<file path="config.mk">
export PLATFORM = sky130hd
export DESIGN_NAME = ansi_escape_stripper_flat
export DESIGN_NICKNAME = d
export VERILOG_FILES = /design/src/design/aes_pkg.sv /design/src/design/aes_if.sv /design/src/design/ansi_escape_stripper.sv /design/src/design/aes_parser.sv /design/src/flat_wrapper.sv
export SDC_FILE = /design/constraint.sdc
export NUM_CORES = 1
export LEC_CHECK = 0
export BUFFER_PORTS_ARGS = -buffer_cell sky130_fd_sc_hd__buf_2
export CORE_ASPECT_RATIO = 1.2
export CORE_UTILIZATION = 45
export CTS_CLUSTER_SIZE = 8
export DETAILED_ROUTE_END_ITERATION = 10
export PLACE_DENSITY = 0.65
export SYNTH_ARGS = -nofsm -noshare
export SYNTH_HDL_FRONTEND = slang
export SYNTH_SLANG_ARGS = --single-unit
</file>
<file path="constraint.sdc">
create_clock -name clk -period 9.83 [get_ports clk]
set_clock_uncertainty 0.2 [all_clocks]
set_input_delay 1.4745 -clock clk [delete_from_list [all_inputs] [get_ports clk]]
set_output_delay 1.4745 -clock clk [all_outputs]
set_load 0.05 [all_outputs]
</file>
<file path="src/design/aes_pkg.sv">
package aes_pkg;

    localparam int COUNT_BITS = 16;
    localparam int CMP_W      = (COUNT_BITS + 1 > 16) ? COUNT_BITS + 1 : 16;

    localparam logic [7:0] CH_ESC      = 8'h1b;
    localparam logic [7:0] CH_BEL      = 8'h07;
    localparam logic [7:0] CH_SPACE    = 8'h20;
    localparam logic [7:0] CH_DEL      = 8'h7f;
    localparam logic [7:0] CH_FINAL_LO = 8'h40;
    localparam logic [7:0] CH_FINAL_HI = 8'h7e;
    localparam logic [7:0] CH_CSI_OPEN = 8'h5b;
    localparam logic [7:0] CH_OSC_OPEN = 8'h5d;
    localparam logic [7:0] CH_BSLASH   = 8'h5c;

    localparam logic [15:0] CAPACITY_RESET = 16'd1024;

    typedef logic [COUNT_BITS-1:0] count_t;

    typedef struct packed {
        logic        keep;
        logic [15:0] kept_total;
    } aes_result_t;

endpackage

</file>
<file path="src/design/aes_if.sv">
interface aes_in_if;
    logic       valid;
    logic       ready;
    logic [7:0] in_byte;
    logic       in_last;

    modport source (output valid, in_byte, in_last, input ready);
    modport sink   (input valid, in_byte, in_last, output ready);
endinterface

interface aes_out_if;
    logic        valid;
    logic        ready;
    logic [7:0]  out_byte;
    logic        out_keep;
    logic        out_last;
    logic [15:0] kept_total;

    modport source (output valid, out_byte, out_keep, out_last, kept_total, input ready);
    modport sink   (input valid, out_byte, out_keep, out_last, kept_total, output ready);
endinterface

</file>
<file path="src/design/ansi_escape_stripper.sv">
// ANSI escape stripper: takes one byte word per cycle unless stalled and returns one result
// word per input via an input register, then a result register. Both sides may stall freely;
// with output ready held high a word is taken every cycle. capacity_reg resets to 1024 and is
// written via cfg_we/cfg_wdata, by the user only while the block is idle (not enforced). At
// most capacity-1 bytes are kept per line; state and count clear after the line's last word.
module ansi_escape_stripper
    import aes_pkg::*;
(
    input  logic             clk,
    input  logic             rst_n,
    input  logic             cfg_we,
    input  logic [15:0]      cfg_wdata,
    aes_in_if.sink           in_ch,
    aes_out_if.source        out_ch
);

    logic        s1_valid_reg;
    logic [7:0]  s1_byte_reg;
    logic        s1_last_reg;
    logic [15:0] capacity_reg;
    logic        out_valid_reg;
    logic [7:0]  out_byte_reg;
    logic        out_keep_reg;
    logic        out_last_reg;
    logic [15:0] kept_total_reg;
    logic        advance;
    aes_result_t result;

    assign advance     = s1_valid_reg && (!out_valid_reg || out_ch.ready);
    assign in_ch.ready = !s1_valid_reg || advance;

    aes_parser u_parser (
        .clk      (clk),
        .rst_n    (rst_n),
        .step     (advance),
        .in_byte  (s1_byte_reg),
        .in_last  (s1_last_reg),
        .capacity (capacity_reg),
        .result   (result)
    );

    always_ff @(posedge clk or negedge rst_n)
    begin
        if (!rst_n)
        begin
            capacity_reg  <= CAPACITY_RESET;
            s1_valid_reg  <= 1'b0;
            out_valid_reg <= 1'b0;
        end
        else
        begin
            if (cfg_we)
                capacity_reg <= cfg_wdata;
            if (in_ch.ready)
                s1_valid_reg <= in_ch.valid;
            if (advance)
                out_valid_reg <= 1'b1;
            else if (out_ch.ready)
                out_valid_reg <= 1'b0;
        end
    end

    always_ff @(posedge clk)
    begin
        if (in_ch.valid && in_ch.ready)
        begin
            s1_byte_reg <= in_ch.in_byte;
            s1_last_reg <= in_ch.in_last;
        end
        if (advance)
        begin
            out_byte_reg   <= result.keep ? s1_byte_reg : 8'h00;
            out_keep_reg   <= result.keep;
            out_last_reg   <= s1_last_reg;
            kept_total_reg <= result.kept_total;
        end
    end

    assign out_ch.valid      = out_valid_reg;
    assign out_ch.out_byte   = out_byte_reg;
    assign out_ch.out_keep   = out_keep_reg;
    assign out_ch.out_last   = out_last_reg;
    assign out_ch.kept_total = kept_total_reg;

    a_keep_printable: assert property (@(posedge clk) disable iff (!rst_n)
        out_ch.valid && out_ch.out_keep |->
            out_ch.out_byte >= CH_SPACE && out_ch.out_byte != CH_DEL
            && out_ch.kept_total != 16'd0)
        else $error("kept word is not printable or count is zero");

    a_drop_zero: assert property (@(posedge clk) disable iff (!rst_n)
        out_ch.valid && !out_ch.out_keep |-> out_ch.out_byte == 8'h00)
        else $error("dropped word carries data");

endmodule

</file>
<file path="src/design/aes_parser.sv">
module aes_parser
    import aes_pkg::*;
(
    input  logic        clk,
    input  logic        rst_n,
    input  logic        step,
    input  logic [7:0]  in_byte,
    input  logic        in_last,
    input  logic [15:0] capacity,
    output aes_result_t result
);

    localparam logic [2:0] MODE_NORMAL  = 3'd0;
    localparam logic [2:0] MODE_ESC     = 3'd1;
    localparam logic [2:0] MODE_CSI     = 3'd2;
    localparam logic [2:0] MODE_OSC     = 3'd3;
    localparam logic [2:0] MODE_OSC_ESC = 3'd4;

    logic [2:0]       mode_reg;
    logic [2:0]       mode_next;
    count_t           count_reg;
    count_t           count_next;
    logic             keep;
    logic             printable;
    logic             room;
    logic [CMP_W-1:0] count_inc;
    logic [CMP_W-1:0] count_ext;

    assign printable = (in_byte >= CH_SPACE) && (in_byte != CH_DEL);
    assign count_inc = CMP_W'(count_reg) + CMP_W'(1);
    assign room      = (count_reg != '1) && (count_inc < CMP_W'(capacity));

    always_comb
    begin
        mode_next  = mode_reg;
        count_next = count_reg;
        keep       = 1'b0;
        unique case (mode_reg)
            MODE_ESC:
            begin
                if (in_byte == CH_CSI_OPEN)
                    mode_next = MODE_CSI;
                else if (in_byte == CH_OSC_OPEN)
                    mode_next = MODE_OSC;
                else
                    mode_next = MODE_NORMAL;
            end
            MODE_CSI:
            begin
                if (in_byte >= CH_FINAL_LO && in_byte <= CH_FINAL_HI)
                    mode_next = MODE_NORMAL;
            end
            MODE_OSC_ESC:
            begin
                if (in_byte == CH_BSLASH || in_byte == CH_BEL)
                    mode_next = MODE_NORMAL;
                else if (in_byte == CH_ESC)
                    mode_next = MODE_OSC_ESC;
                else
                    mode_next = MODE_OSC;
            end
            MODE_OSC:
            begin
                if (in_byte == CH_BEL)
                    mode_next = MODE_NORMAL;
                else if (in_byte == CH_ESC)
                    mode_next = MODE_OSC_ESC;
            end
            default:
            begin
                if (in_byte == CH_ESC)
                begin
                    mode_next = MODE_ESC;
                end
                else
                begin
                    mode_next = MODE_NORMAL;
                    if (printable && room)
                    begin
                        count_next = count_inc[COUNT_BITS-1:0];
                        keep       = 1'b1;
                    end
                end
            end
        endcase
    end

    assign count_ext = CMP_W'(count_next);
    assign result    = {keep, count_ext[15:0]};

    always_ff @(posedge clk or negedge rst_n)
    begin
        if (!rst_n)
        begin
            mode_reg  <= MODE_NORMAL;
            count_reg <= '0;
        end
        else if (step)
        begin
            if (in_last)
            begin
                mode_reg  <= MODE_NORMAL;
                count_reg <= '0;
            end
            else
            begin
                mode_reg  <= mode_next;
                count_reg <= count_next;
            end
        end
    end

    a_line_clears: assert property (@(posedge clk) disable iff (!rst_n)
        step && in_last |=> mode_reg == MODE_NORMAL && count_reg == '0)
        else $error("state not cleared after last word");

    a_count_mono: assert property (@(posedge clk) disable iff (!rst_n)
        step && !in_last |=> count_reg >= $past(count_reg))
        else $error("kept count went down inside a line");

    a_keep_normal: assert property (@(posedge clk) disable iff (!rst_n)
        step && result.keep |-> mode_reg == MODE_NORMAL && printable)
        else $error("word kept outside normal text");

    a_count_cap: assert property (@(posedge clk) disable iff (!rst_n)
        step && result.keep |-> CMP_W'(count_next) < CMP_W'(capacity))
        else $error("kept count reached capacity");

endmodule
</file>
<file path="src/flat_wrapper.sv">
// flat-port wrapper written by rule: the top's interface ports become plain ports
module ansi_escape_stripper_flat import aes_pkg::*;
  (clk, rst_n, cfg_we, cfg_wdata, in_ch_valid, in_ch_in_byte, in_ch_in_last, in_ch_ready, out_ch_valid, out_ch_out_byte, out_ch_out_keep, out_ch_out_last, out_ch_kept_total, out_ch_ready);
  aes_in_if in_ch_i ();
  aes_out_if out_ch_i ();
  input  logic clk;
  input  logic rst_n;
  input  logic cfg_we;
  input  logic [15:0] cfg_wdata;
  input wire logic [$bits(in_ch_i.valid)-1:0] in_ch_valid;
  input wire logic [$bits(in_ch_i.in_byte)-1:0] in_ch_in_byte;
  input wire logic [$bits(in_ch_i.in_last)-1:0] in_ch_in_last;
  output wire logic [$bits(in_ch_i.ready)-1:0] in_ch_ready;
  output wire logic [$bits(out_ch_i.valid)-1:0] out_ch_valid;
  output wire logic [$bits(out_ch_i.out_byte)-1:0] out_ch_out_byte;
  output wire logic [$bits(out_ch_i.out_keep)-1:0] out_ch_out_keep;
  output wire logic [$bits(out_ch_i.out_last)-1:0] out_ch_out_last;
  output wire logic [$bits(out_ch_i.kept_total)-1:0] out_ch_kept_total;
  input wire logic [$bits(out_ch_i.ready)-1:0] out_ch_ready;
  assign in_ch_i.valid = in_ch_valid;
  assign in_ch_i.in_byte = in_ch_in_byte;
  assign in_ch_i.in_last = in_ch_in_last;
  assign in_ch_ready = in_ch_i.ready;
  assign out_ch_valid = out_ch_i.valid;
  assign out_ch_out_byte = out_ch_i.out_byte;
  assign out_ch_out_keep = out_ch_i.out_keep;
  assign out_ch_out_last = out_ch_i.out_last;
  assign out_ch_kept_total = out_ch_i.kept_total;
  assign out_ch_i.ready = out_ch_ready;
  ansi_escape_stripper u_core (.clk(clk), .rst_n(rst_n), .cfg_we(cfg_we), .cfg_wdata(cfg_wdata), .in_ch(in_ch_i), .out_ch(out_ch_i));
endmodule
</file>
==> impl_results.md <==
* Worst slew pin tran at 0.8673 ns
* Vias/cell at 5.419
* Hold Crit Class: reg -> reg
* Period minus WS final at 4.208 ns
* Crit path max-delay cell type: or4_1
* Outcome: finished clean
* Primary FF master, synth: dfrtp_1
* DR pass1 iterations at 4
* Peak VDD IR at 99.60 uV
* Pwr per Cell Area at 222.1 nW/um^2
* #FFs+latches synth at 72
* N_diodes at 0
* Number of global-route vias before repair at 2934
* Period utilization at 42.81%
* Asr flop ratio synth at 51.39%
* Static Leak at 1.921 nW
* Clk root buf: clkbuf_8
* Critical path type: reg -> reg
* Setup WS post-layout at 5.622 ns
* Post-CTS Resized at 0
* Fin. Hold Viols at 0
* Vias at 2986
* Initial Utilization at 46.34%
* Hold Path End: u_core.out_ch.valid
* Final WL at 8619 um
* Crit Reg-Reg Endpoint: u_core.u_parser.count_reg[15]
* ANT nets after route at 0
* Final setup vio count at 0
* Die area at 9201 um^2
* Net count, final at 475
* Tot GR Track Use at 21.16%
* Yosys cell types at 55
* Final Util at 52.97%
* Slew HR at 42.18%
* Reg2reg path depth at 11
* CP dominant cell by count: ha_1
* Std cell rows at 37
* Routed length per instance at 15.64 um
* Register area at 1978 um^2
* Setup crit start kind: register
* Grt ovf at 0
* Skew-Pair Late Insertion Delay at 0.38 ns
* DP Area at 4318 um^2
* Worst Path Arrival at 4.28 ns
* Stages on worst setup path at 11
* Die X at 87.73 um
* First-pass GRT wire length at 14540 um
* Die H at 104.9 um
* Hold_buf cts at 0
* IO Count at 58
* TritonCTS Sinks at 72
* CP Capture Type: register
* Initial antenna violation count at 0
* Port Buffers at 57
* Net Count, Synth at 426
* Worst Path Required at 9.90 ns
* H-tree lvl count at 3
* Setup_tns at 0 ns
* Clock Path Buffers at 2
* Syn Area/Cell at 10.44 um^2
* Post-Synthesis Cells at 380
* F_max at 237.7 MHz
* CP top delay family: simple AND/OR/NAND/NOR gates
* Post-route DRC at 0
* CORE AREA at 8564 um^2
* Maxcap violations at 0
* Slew Viols, Final at 0
* Synthesis-to-layout area growth at 14.31%
* Critical R2R Launch: u_core.u_parser.count_reg[0]
* Post-CTS Setup Bufs at 0
* Area of the multi-input gates at 1777 um^2
* CP max FO at 12
* Seq/Total Area, Yosys at 49.84%
* Slowest stage delay, CP at 0.84 ns
* Cells on Worst Hold Path at 1
* Starting DRC count in detailed routing at 133
* Buf+Inv Stages, Crit Path at 0
* CTS tree: yes
* Hold Crit Start: u_core.s1_valid_reg
* Total power at 1.008 mW
* Layout cell share with drive strength beyond 1 at 22.81%
* Design Area, Final at 4537 um^2
* Largest net degree at the start of global routing at 38
* Worst R2R Setup Slack at 5.62 ns
* Post-DP HPWL at 5992 um
* Pre-CTS setup slack at 5.656 ns
* Post-Syn Area at 3969 um^2
* Crit-path cells: ha_1 -> nand4_2 -> or3_1 -> nor2_2 -> xor2_1 -> ha_1 -> a21oi_1 -> nor2b_1 -> or4_1 -> o311a_1 -> a211o_1
* Num CTS Buffers at 9
* RD Place Congestion at 0.8173
* Synth Warn # at 0
* RSZ-0062 raised after global routing: no
* EDFF count, synth at 35
* Filler cells at 758
* CTS clk-pin slew, worst paths at 0.09 ns
==> metrics by stage <==
| stage | cells | hold slack (ns) |
|---|---|---|
| 6_report | 551 | 0.2946 |
| 5_1_grt | 551 | 0.3368 |
| 4_1_cts | 551 | 0.3026 |
| 3_5_place_dp | 535 | 0.2823 |
| 3_3_place_gp | 535 | 0.2795 |
| 2_1_floorplan | 380 | 0.2572 |
==> placed cells by master (no fill, tap or decap), types with 12 or more instances in the layout <==
cell type	n
buf_2	57
dfrtp_1	36
nand2_1	35
edfxtp_1	35
inv_1	29
xnor2_1	22
nor2_1	21
o21ai_0	21
ha_1	16
nand3_1	15
and3_1	12
==> cells by family (layout without fill, tap and decap cells) <==
logic type               after synthesis  after routing  synth area share (%)
XOR/XNOR                              31             31                 6.841
adder cells (fa/ha/maj)               16             16                 5.044
flip-flops                            72             72                 49.84
buffers and inverters                 51            105                 5.390
multiplexers                           4              4                 1.135
AND/OR/NAND/NOR                      147            147                 21.63
AO/OA/AOI/OAI                         59             59                 10.12
==> worst max-delay path by stage <==
stage                                      start                       endpoint  slack [ns]
floorplan                           out_ch_ready                    in_ch_ready        6.20
global placement    u_core.u_parser.count_reg[0]  u_core.u_parser.count_reg[15]        5.77
detailed placement  u_core.u_parser.count_reg[0]  u_core.u_parser.count_reg[15]        5.66
CTS                 u_core.u_parser.count_reg[0]  u_core.u_parser.count_reg[15]        5.63
global route        u_core.u_parser.count_reg[0]   u_core.u_parser.count_reg[3]        5.42
finish              u_core.u_parser.count_reg[0]  u_core.u_parser.count_reg[15]        5.62
==> report_power, final <==
group          leakage (nW)  internal, mW  switching (mW)
combinational          1.01         0.104           0.207
sequential            0.797         0.379          0.0547
clock                 0.110         0.143           0.121
total                  1.92         0.626           0.382
==> synth_stat cells (6+ instances only) <==
cell / n / share of area (%)
dfrtp_1: 36 / 23
edfxtp_1: 35 / 26
nand2_1: 35 / 3.3
inv_1: 29 / 2.7
xnor2_1: 22 / 4.9
nor2_1: 21 / 2.0
o21ai_0: 21 / 2.6
ha_1: 16 / 5.0
nand3_1: 15 / 1.9
and3_1: 12 / 1.9
clkbuf_1: 12 / 1.1
nand4_1: 9 / 1.4
xor2_1: 9 / 2.0
nor3_1: 8 / 1.0
o311ai_0: 8 / 1.8
nor3_2: 7 / 1.8
a21oi_1: 6 / 0.76
nand4b_1: 6 / 1.3
==> layer usage <==
| metal | GRT usage (%) | share of wire (%) | vias up |
|---|---|---|---|
| met5 | 0 | 0 | - |
| met1 | 27.63 | 46 | 1440 |
| met4 | 8.431 | 1.6 | 0 |
| met2 | 33.44 | 49 | 64 |
| met3 | 5.134 | 3.5 | 10 |
| li1 | - | - | 1472 |
==> layout make-up <==
| cell class | count | area share (%) |
|---|---|---|
| flip-flops and latches | 72 | 43.60 |
| multi-input cells | 257 | 39.16 |
| repair buffers | 60 | 6.784 |
| well taps | 117 | 3.227 |
| clock buffers | 9 | 2.730 |
| inverters | 29 | 2.399 |
| clock inverters | 7 | 2.096 |
Power figures use the tool's default switching activity.
